**config.mk**
```make
export PLATFORM = sky130hd
export DESIGN_NAME = lidar_scan_frame_parser
export DESIGN_NICKNAME = d
export VERILOG_FILES = /design/src/sv/lsfp_pkg.sv /design/src/sv/lsfp_ctrl.sv /design/src/sv/lsfp_dp.sv /design/src/sv/lidar_scan_frame_parser.sv
export SDC_FILE = /design/constraint.sdc
export NUM_CORES = 1
export LEC_CHECK = 0
export BUFFER_PORTS_ARGS = -buffer_cell sky130_fd_sc_hd__buf_2
export CORE_MARGIN = 2
export CORE_UTILIZATION = 41
export CTS_CLUSTER_SIZE = 24
export DETAILED_ROUTE_END_ITERATION = 6
export PLACE_DENSITY = 0.58
export REMOVE_ABC_BUFFERS = 1
export SLEW_MARGIN = 20
export SYNTH_ARGS = -nofsm -noshare
export SYNTH_HDL_FRONTEND = slang
export SYNTH_SLANG_ARGS = --single-unit
export TNS_END_PERCENT = 20
```
**constraint.sdc**
```tcl
create_clock -name clk -period 5.6 [get_ports clk]
set_input_delay 0.28 -clock clk [delete_from_list [all_inputs] [get_ports clk]]
set_output_delay 0.28 -clock clk [all_outputs]
set_load 0.01 [all_outputs]
```
**src/sv/lsfp_pkg.sv**
```systemverilog
// Shared types and constants for the scanner frame parser.
// No dependencies; used by every other file of the block.
`timescale 1ns / 1ps

package lsfp_pkg;

  localparam logic [7:0] SYNC_FIRST  = 8'hAA;
  localparam logic [7:0] SYNC_SECOND = 8'h55;

  localparam int ANGLE_SLOTS_DEF = 360;

  localparam logic [13:0] MIN_DIST_RST = 14'd50;
  localparam logic [13:0] MAX_DIST_RST = 14'd4000;

  // register indexes on the configuration port
  localparam logic REG_MIN_DIST = 1'b0;
  localparam logic REG_MAX_DIST = 1'b1;

  localparam int BYTE_W  = 8;
  localparam int ANGLE_W = 9;
  localparam int DIST_W  = 14;
  localparam int PROD_W  = BYTE_W + ANGLE_W;
  localparam int CNT_W   = $clog2(PROD_W);

  typedef enum logic [3:0] {
    PH_HUNT_A,
    PH_HUNT_B,
    PH_TYPE,
    PH_COUNT,
    PH_FSA_LO,
    PH_FSA_HI,
    PH_LSA_LO,
    PH_LSA_HI,
    PH_CS_LO,
    PH_CS_HI,
    PH_SMP_LO,
    PH_SMP_HI,
    PH_MUL,
    PH_DIV,
    PH_EMIT
  } phase_t;

  typedef struct packed {
    logic ld_count;
    logic ld_low;
    logic ld_start;
    logic ld_span;
    logic ld_sample;
    logic mul;
    logic div_step;
    logic emit;
  } cmd_t;

  typedef struct packed {
    logic is_sync_first;
    logic is_sync_second;
    logic total_zero;
    logic div_last;
    logic last;
    logic out_busy;
  } status_t;

endpackage

```
**src/sv/lsfp_ctrl.sv**
```systemverilog
// Frame parsing state machine: walks sync, header and sample bytes and
// sequences the multiply and divide for each sample. Depends on lsfp_pkg.
`timescale 1ns / 1ps

module lsfp_ctrl (
  input  logic              clk,
  input  logic              rst_n,
  input  logic              in_valid,
  output logic              in_stall,
  input  lsfp_pkg::status_t st,
  output lsfp_pkg::cmd_t    cmd
);

  lsfp_pkg::phase_t state_r, state_nxt;
  logic acc;

  // words are taken only in the parsing phases
  assign in_stall = state_r inside {lsfp_pkg::PH_MUL, lsfp_pkg::PH_DIV, lsfp_pkg::PH_EMIT};
  assign acc = in_valid && !in_stall;

  always_ff @(posedge clk) begin
    if (!rst_n) begin
      state_r <= lsfp_pkg::PH_HUNT_A;
    end else begin
      state_r <= state_nxt;
    end
  end

  always_comb begin
    state_nxt = state_r;
    cmd = '0;
    case (state_r)
      lsfp_pkg::PH_HUNT_A: begin
        if (acc && st.is_sync_first) state_nxt = lsfp_pkg::PH_HUNT_B;
      end
      lsfp_pkg::PH_HUNT_B: begin
        // a repeated first sync byte keeps waiting for the second
        if (acc) begin
          if (st.is_sync_second) state_nxt = lsfp_pkg::PH_TYPE;
          else if (!st.is_sync_first) state_nxt = lsfp_pkg::PH_HUNT_A;
        end
      end
      lsfp_pkg::PH_TYPE: begin
        if (acc) state_nxt = lsfp_pkg::PH_COUNT;
      end
      lsfp_pkg::PH_COUNT: begin
        if (acc) begin
          cmd.ld_count = 1'b1;
          state_nxt = lsfp_pkg::PH_FSA_LO;
        end
      end
      lsfp_pkg::PH_FSA_LO: begin
        if (acc) begin
          cmd.ld_low = 1'b1;
          state_nxt = lsfp_pkg::PH_FSA_HI;
        end
      end
      lsfp_pkg::PH_FSA_HI: begin
        if (acc) begin
          cmd.ld_start = 1'b1;
          state_nxt = lsfp_pkg::PH_LSA_LO;
        end
      end
      lsfp_pkg::PH_LSA_LO: begin
        if (acc) begin
          cmd.ld_low = 1'b1;
          state_nxt = lsfp_pkg::PH_LSA_HI;
        end
      end
      lsfp_pkg::PH_LSA_HI: begin
        if (acc) begin
          cmd.ld_span = 1'b1;
          state_nxt = lsfp_pkg::PH_CS_LO;
        end
      end
      lsfp_pkg::PH_CS_LO: begin
        if (acc) state_nxt = lsfp_pkg::PH_CS_HI;
      end
      lsfp_pkg::PH_CS_HI: begin
        if (acc) state_nxt = st.total_zero ? lsfp_pkg::PH_HUNT_A : lsfp_pkg::PH_SMP_LO;
      end
      lsfp_pkg::PH_SMP_LO: begin
        if (acc) begin
          cmd.ld_low = 1'b1;
          state_nxt = lsfp_pkg::PH_SMP_HI;
        end
      end
      lsfp_pkg::PH_SMP_HI: begin
        if (acc) begin
          cmd.ld_sample = 1'b1;
          state_nxt = lsfp_pkg::PH_MUL;
        end
      end
      lsfp_pkg::PH_MUL: begin
        cmd.mul = 1'b1;
        state_nxt = lsfp_pkg::PH_DIV;
      end
      lsfp_pkg::PH_DIV: begin
        cmd.div_step = 1'b1;
        if (st.div_last) state_nxt = lsfp_pkg::PH_EMIT;
      end
      lsfp_pkg::PH_EMIT: begin
        // hold until the output register is free
        if (!st.out_busy) begin
          cmd.emit = 1'b1;
          state_nxt = st.last ? lsfp_pkg::PH_HUNT_A : lsfp_pkg::PH_SMP_LO;
        end
      end
      default: begin
        state_nxt = lsfp_pkg::PH_HUNT_A;
      end
    endcase
  end

endmodule

```
**src/sv/lsfp_dp.sv**
```systemverilog
// Datapath: header and sample registers, index*span multiplier, restoring
// divider and the output register. Depends on lsfp_pkg.
`timescale 1ns / 1ps

module lsfp_dp #(
  parameter int ANGLE_SLOTS = lsfp_pkg::ANGLE_SLOTS_DEF
) (
  input  logic                          clk,
  input  logic                          rst_n,
  input  logic [lsfp_pkg::BYTE_W-1:0]   in_data_byte,
  input  logic [lsfp_pkg::DIST_W-1:0]   min_dist,
  input  logic [lsfp_pkg::DIST_W-1:0]   max_dist,
  input  lsfp_pkg::cmd_t                cmd,
  output lsfp_pkg::status_t             st,
  output logic                          out_valid,
  input  logic                          out_stall,
  output logic [lsfp_pkg::ANGLE_W-1:0]  out_angle_deg,
  output logic [lsfp_pkg::DIST_W-1:0]   out_distance_mm,
  output logic                          out_last_in_frame
);

  localparam int BW = lsfp_pkg::BYTE_W;
  localparam int AW = lsfp_pkg::ANGLE_W;
  localparam int DW = lsfp_pkg::DIST_W;
  localparam int PW = lsfp_pkg::PROD_W;
  localparam int CW = lsfp_pkg::CNT_W;
  localparam logic [AW:0]   SLOTS    = (AW + 1)'(ANGLE_SLOTS);
  localparam logic [CW-1:0] DIV_LAST = CW'(PW - 1);

  logic [BW-1:0] held_low_r;
  logic [BW-1:0] total_r;
  logic [BW-1:0] index_r;
  logic [AW-1:0] start_r;
  logic [AW-1:0] span_r;
  logic [DW-1:0] dist_r;
  logic          last_r;
  logic [BW-1:0] rem_r;
  logic [PW-1:0] quo_r;
  logic [CW-1:0] cnt_r;
  logic          out_valid_r;
  logic [AW-1:0] out_angle_r;
  logic [DW-1:0] out_dist_r;
  logic          out_last_r;

  logic [AW-1:0] word_deg;
  logic [DW-1:0] raw_dist;
  logic [BW-1:0] divisor;
  logic [BW:0]   trial;
  logic          trial_ge;
  logic [BW-1:0] rem_nxt;
  logic [AW-1:0] quo_sel;
  logic [AW:0]   angle_sum;

  // 16-bit little-endian word shifted right by 7 for the angle, by 2 for the distance
  assign word_deg = {in_data_byte, held_low_r[BW-1]};
  assign raw_dist = {in_data_byte, held_low_r[BW-1:2]};

  assign divisor  = total_r - BW'(1);
  assign trial    = {rem_r, quo_r[PW-1]};
  assign trial_ge = trial >= {1'b0, divisor};
  assign rem_nxt  = trial_ge ? BW'(trial - {1'b0, divisor}) : trial[BW-1:0];

  // a single-sample frame sits at the start angle
  assign quo_sel   = (total_r <= BW'(1)) ? '0 : quo_r[AW-1:0];
  assign angle_sum = {1'b0, start_r} + {1'b0, quo_sel};

  always_ff @(posedge clk) begin
    if (!rst_n) begin
      total_r     <= '0;
      index_r     <= '0;
      cnt_r       <= '0;
      out_valid_r <= 1'b0;
    end else begin
      if (cmd.ld_count) begin
        total_r <= in_data_byte;
        index_r <= '0;
      end
      if (cmd.ld_low) held_low_r <= in_data_byte;
      if (cmd.ld_start) start_r <= word_deg;
      if (cmd.ld_span) span_r <= (word_deg >= start_r) ? word_deg - start_r : start_r - word_deg;
      if (cmd.ld_sample) begin
        dist_r <= (raw_dist < min_dist || raw_dist > max_dist) ? '0 : raw_dist;
        last_r <= ({1'b0, index_r} + (BW + 1)'(1)) >= {1'b0, total_r};
      end
      if (cmd.mul) begin
        quo_r <= PW'(index_r) * PW'(span_r);
        rem_r <= '0;
        cnt_r <= '0;
      end
      if (cmd.div_step) begin
        rem_r <= rem_nxt;
        quo_r <= {quo_r[PW-2:0], trial_ge};
        cnt_r <= cnt_r + CW'(1);
      end
      if (out_valid_r && !out_stall) out_valid_r <= 1'b0;
      if (cmd.emit) begin
        // drop points beyond the last angle slot
        out_valid_r <= angle_sum < SLOTS;
        out_angle_r <= angle_sum[AW-1:0];
        out_dist_r  <= dist_r;
        out_last_r  <= last_r;
        index_r     <= last_r ? '0 : index_r + BW'(1);
      end
    end
  end

  assign st.is_sync_first  = in_data_byte == lsfp_pkg::SYNC_FIRST;
  assign st.is_sync_second = in_data_byte == lsfp_pkg::SYNC_SECOND;
  assign st.total_zero     = total_r == '0;
  assign st.div_last       = cnt_r == DIV_LAST;
  assign st.last           = last_r;
  assign st.out_busy       = out_valid_r;

  assign out_valid         = out_valid_r;
  assign out_angle_deg     = out_angle_r;
  assign out_distance_mm   = out_dist_r;
  assign out_last_in_frame = out_last_r;

  a_emit_free: assert property (@(posedge clk) disable iff (!rst_n)
    cmd.emit |-> !out_valid_r)
    else $error("emit while output word pending");

  a_angle_range: assert property (@(posedge clk) disable iff (!rst_n)
    out_valid_r |-> ({1'b0, out_angle_r} < SLOTS))
    else $error("output angle beyond slot range");

  a_index_bound: assert property (@(posedge clk) disable iff (!rst_n)
    (index_r == '0) || (index_r < total_r))
    else $error("sample index past frame count");

  a_div_init: assert property (@(posedge clk) disable iff (!rst_n)
    cmd.mul |=> (cnt_r == '0) && cmd.div_step)
    else $error("divider not started after multiply");

endmodule

```
**src/sv/lidar_scan_frame_parser.sv**
```systemverilog
// Scanner frame parser: top level with configuration registers, state machine
// and datapath. Depends on lsfp_pkg, lsfp_ctrl and lsfp_dp.
`timescale 1ns / 1ps

// Takes one stream byte per word on the in_ channel, finds the 0xAA 0x55 sync
// pair, reads the header (type, sample count, start and end angle, checksum)
// and emits one point per two-byte sample whose interpolated angle is below
// ANGLE_SLOTS. Every sync, header and low sample byte is taken with no stall.
// The high byte of a sample is latched and then stalls the input through the
// index times span multiply, the restoring divider (one quotient bit a cycle
// over the 17-bit product) and the load of the output register, which also
// waits while the previous point still sits there.
// The lower distance limit sits at byte address 0 and the upper one at 4 on
// the cfg_ port.

module lidar_scan_frame_parser #(
  parameter int ANGLE_SLOTS = lsfp_pkg::ANGLE_SLOTS_DEF
) (
  input  logic                          clk,
  input  logic                          rst_n,
  input  logic                          in_valid,
  output logic                          in_stall,
  input  logic [lsfp_pkg::BYTE_W-1:0]   in_data_byte,
  output logic                          out_valid,
  input  logic                          out_stall,
  output logic [lsfp_pkg::ANGLE_W-1:0]  out_angle_deg,
  output logic [lsfp_pkg::DIST_W-1:0]   out_distance_mm,
  output logic                          out_last_in_frame,
  input  logic                          cfg_psel,
  input  logic                          cfg_penable,
  input  logic                          cfg_pwrite,
  input  logic [2:0]                    cfg_paddr,
  input  logic [31:0]                   cfg_pwdata,
  output logic [31:0]                   cfg_prdata,
  output logic                          cfg_pready
);

  localparam int DW = lsfp_pkg::DIST_W;

  logic [DW-1:0]     min_dist_r;
  logic [DW-1:0]     max_dist_r;
  logic              cfg_wr;
  lsfp_pkg::cmd_t    cmd;
  lsfp_pkg::status_t st;

  assign cfg_pready = 1'b1;
  assign cfg_wr = cfg_psel && cfg_penable && cfg_pwrite && cfg_pready;

  always_ff @(posedge clk) begin
    if (!rst_n) begin
      min_dist_r <= lsfp_pkg::MIN_DIST_RST;
      max_dist_r <= lsfp_pkg::MAX_DIST_RST;
    end else if (cfg_wr) begin
      if (cfg_paddr[2] == lsfp_pkg::REG_MIN_DIST) min_dist_r <= cfg_pwdata[DW-1:0];
      else max_dist_r <= cfg_pwdata[DW-1:0];
    end
  end

  assign cfg_prdata = {(32 - DW)'(0),
                       (cfg_paddr[2] == lsfp_pkg::REG_MIN_DIST) ? min_dist_r : max_dist_r};

  lsfp_ctrl u_ctrl (
    .clk      (clk),
    .rst_n    (rst_n),
    .in_valid (in_valid),
    .in_stall (in_stall),
    .st       (st),
    .cmd      (cmd)
  );

  lsfp_dp #(
    .ANGLE_SLOTS (ANGLE_SLOTS)
  ) u_dp (
    .clk               (clk),
    .rst_n             (rst_n),
    .in_data_byte      (in_data_byte),
    .min_dist          (min_dist_r),
    .max_dist          (max_dist_r),
    .cmd               (cmd),
    .st                (st),
    .out_valid         (out_valid),
    .out_stall         (out_stall),
    .out_angle_deg     (out_angle_deg),
    .out_distance_mm   (out_distance_mm),
    .out_last_in_frame (out_last_in_frame)
  );

endmodule

```
==> metrics.md <==
| Metric | Value |
|---|---|
| Status | complete, no violations |
| Storage cell area | between 3000 and 4000 sq um |
| Sink Count | ~140 |
| Initial Util | 0.415 |
| CP Max Fanout | 12 |
| Remaining DRCs | 0 |
| Maximum vdd ir drop | ~0.20 mV |
| Via count | between 7000 and 8000 |
| IO Port Bufs | 69 |
| Fin area | roughly 12000 sq um |
| Setup TNS | 0 ns |
| EDFF count, synth | slightly below 90 |
| Pin slew with the least headroom to its limit | just over 0.9 ns |
| Async SR Flop Fraction | 0 |
| CTS Buffer Depth | 2 |
| Gate Count Post-Synth | between 1000 and 1500 |
| Die area | roughly 28000 sq um |
| H-tree Lvls | 4 |
| CP max stage delay | 0.57 ns |
| Sw frac | 0.277 |
| Comb pwr share | 0.120 |
| Total GRT Usage | 0.178 |
| RSZ-0062 raised after global routing | no |
| Multi-input logic area | 6320 sq um |
| Ordered cell list for the critical path | nand2_1 > fa_1 > fa_1 > inv_1 > fa_1 > inv_1 > fa_1 > inv_1 > ha_1 > o21a_1 > o21a_1 > o221a_1 > o21a_1 > or3_1 > a31oi_1 |
| Primary FF master, synth | edfxtp_1 |
| Dpl hpwl | about 18 mm |
| Seq cells post-synth | about 140 |
| Worst EP arrival | between 5 and 6 ns |
| Fin crit share | 0.855 |
| Ranking of synthesized cells by area | edfxtp_1, ha_1, dfxtp_1, fa_1, nand2_1 |
| Yosys warns | 0 |
| Drt wl/cell | roughly 16 microns |
| Antenna violations before repair | 0 |
| Switching pwr | 718 uW |
| CP required | just under 6 ns |
| Leakage | ~0.0053 uW |
| Top cell type by total area after synthesis | edfxtp_1 |
| CTS Hold Bufs | 0 |
| FP Rows | slightly below 60 |
| Most used cell, CP | fa_1 |
| Area growth syn-to-layout | 11.2% |
| Total grt overflow | 0 |
| Core area | 25900 sq um |
| Initial DRC count | around 410 |
| Clock network power share | 0.436 |
| Distinct cells, synth | 73 |
| Setup Skew | between 0.01 and 0.015 ns |
| Synth Area in XOR/XNOR | 0.0301 |
| Die height | roughly 170 microns |
| GPL Wtd Cong | around 0.85 |
| Multiplexer share of the synthesized area | 0.0159 |
| Synth Cell Area | around 11000 sq um |
| Compound-Gate Fraction of Synth Area | 0.139 |
| Fill cells | around 2500 |
| Reg-to-Reg Start | u_dp.index_r[7] |
| FMAX | 209 MHz |
| Worst Setup SP | u_dp.index_r[7] |
| Fin nets | around 1400 |
| Diode count | 0 |
| Ports | approximately 110 |
| Min-delay src | cfg_pwdata[4] |
| Largest net degree at the start of global routing | 54 |
| Post-CTS sizing | 0 |
| CTS root buf | clkbuf_16 |
| Die width | between 150 and 200 microns |
| Drt via density | around 5 |
| Synth Area in Adders | 0.215 |
| First-pass GRT wire length | between 30 and 40 mm |
| Non-filler cells, final | roughly 1600 |
| Number of global-route vias before repair | 7920 |
| Max_slew headroom | 0.383 |
| Max Cap Viol | 0 |
| Sequential element share of the synthesized area | 0.346 |
| Synth top area share | 0.246 |
| Post-Syn Area per Cell | approximately 9.4 sq um |
| Synth Area in Simple Gates | 0.179 |
| DRT Pass-1 Iters | 4 |
| Most frequent cells in the layout | nand2_1, inv_1, ha_1 |
| Register share of total power | 0.444 |
| Critical Path End Type | register |
| CTS Buf Count | 17 |
| Commonest non-fill, non-tap cell in the layout | nand2_1 |
| Postcts setup bufs | 0 |
| Clock Latency Late Sink | 0.43 ns |
| P_int | roughly 1900 uW |
| Overall power | around 2600 uW |
| Hold WC Path Type | in2reg |
| Total Routed Length | about 24 mm |
| Final Hold Vio Count | 0 |
| Placed cell count | 1521 |
| Crit path time final | approximately 4.8 ns |
| # setup viols final | 0 |
| Post-placement cell area | roughly 11000 sq um |
| Clk pin slew, worst setup/hold paths | 0.07 ns |
| Largest family of logic cells by synthesized area | adder cells |
| PD cells | 217 nW/um^2 |
| Worst path slowest cell | dfxtp_1 |
| Antenna viol nets, final | 0 |
| CTS tree | done |
| Layout cells sized above 1 | 0.107 |
| WS Path Type | reg2reg |
| Worst setup SP type | register |
| Slew Limit Fails | 0 |
-- power by group through the flow --
stage	clock network (uW)	logic, uW	registers, uW
2_1_floorplan	0	220	1170
3_3_place_gp	0	307	1170
3_5_place_dp	0	310	1170
4_1_cts	1160	312	1150
5_1_grt	1200	350	1150
6_report	1130	312	1150
-- path summary, 6_finish.rpt --
check,slack [ns],cells past startpoint,endpoint
max reg2reg,0.81,15,u_dp.quo_r[16]
max,0.81,15,u_dp.quo_r[16]
min reg2reg,0.42,0,u_dp.out_distance_mm[5]
min,0.08,3,min_dist_r[4]
-- per-layer routing --
metal	vias up	global-route usage	share of wire
met4	0	0.0484	0.013
li1	4026	-	-
met1	3813	0.239	0.48
met5	-	0	0
met2	130	0.300	0.47
met3	23	0.0300	0.037
-- state kept, by name (all words and copies together), names as in the netlist --
register / cells
u_ctrl.state_r: 4
min_dist_r: 14
u_dp.cnt_r: 5
u_dp.span_r: 9
max_dist_r: 14
u_dp.out_distance_mm: 14
u_dp.held_low_r: 6
u_dp.out_valid: 1
u_dp.last_r: 1
u_dp.out_angle_deg: 9
u_dp.start_r: 9
u_dp.index_r: 8
u_dp.dist_r: 14
u_dp.rem_r: 8
u_dp.quo_r: 17
u_dp.total_r: 8
u_dp.out_last_in_frame: 1
-- synth_stat cells (3+ instances only) --
library cell	n
nor3b_1	5
xnor2_1	20
a21boi_1	5
o31ai_1	4
nand3b_1	8
clkbuf_1	26
edfxtp_1	88
and2_1	73
o21ai_1	24
o21a_1	7
mux2i_1	16
a211oi_1	6
dfxtp_1	54
buf_2	7
nor2b_1	21
o21ai_0	41
o21bai_1	6
fa_1	46
a21oi_1	42
o211ai_1	12
a21o_1	16
nand2_1	133
nor4_1	8
xor2_1	17
nand4_1	12
buf_4	21
o211a_1	5
nand2b_1	11
a31oi_1	9
nand3_1	12
ha_1	111
or3_1	4
and3_1	5
nor2_1	48
a21boi_0	19
a2111oi_0	3
nor3_1	27
inv_1	132
-- critical path, delay by kind of cell (launching register included) --
| family | cells | cell delay [ns] |
|---|---|---|
| AOI/OAI and AO/OA | 5 | 1.00 |
| and+or+nand+nor | 2 | 0.45 |
| buffers and inverters | 3 | 0.15 |
| DFF | 1 | 0.57 |
| adders and majority gates | 5 | 2.47 |
-- kinds of logic (layout without fill, tap and decap cells) --
| kind of cell | Yosys count | count (layout) |
|---|---|---|
| other | 2 | 19 |
| AOI/OAI and AO/OA | 223 | 223 |
| muxes | 17 | 17 |
| DFF | 142 | 142 |
| and+or+nand+nor | 380 | 380 |
| xor gates and xnor gates | 37 | 37 |
| buffers and inverters | 189 | 244 |
| adders and majority gates | 157 | 157 |
-- layout make-up --
class	count	area share
Clock buffer	17	0.0356
Tap cell	335	0.0350
Sequential cell	142	0.311
Multi-Input combinational cell	833	0.528
Clock inverter	15	0.0127
Timing Repair Buffer	80	0.0358
Inverter	132	0.0414
-- per-stage QoR --
step                utilization  setup slack (ns)  hold slack (ns)
floorplan                     -              1.16            0.369
global placement          0.439             0.843            0.402
detailed placement        0.439             0.795            0.405
CTS                       0.461             0.789           0.0663
global route              0.462             0.539           0.0807
finish                    0.462             0.809           0.0846
Note: power is estimated with default switching activity, not from simulation.
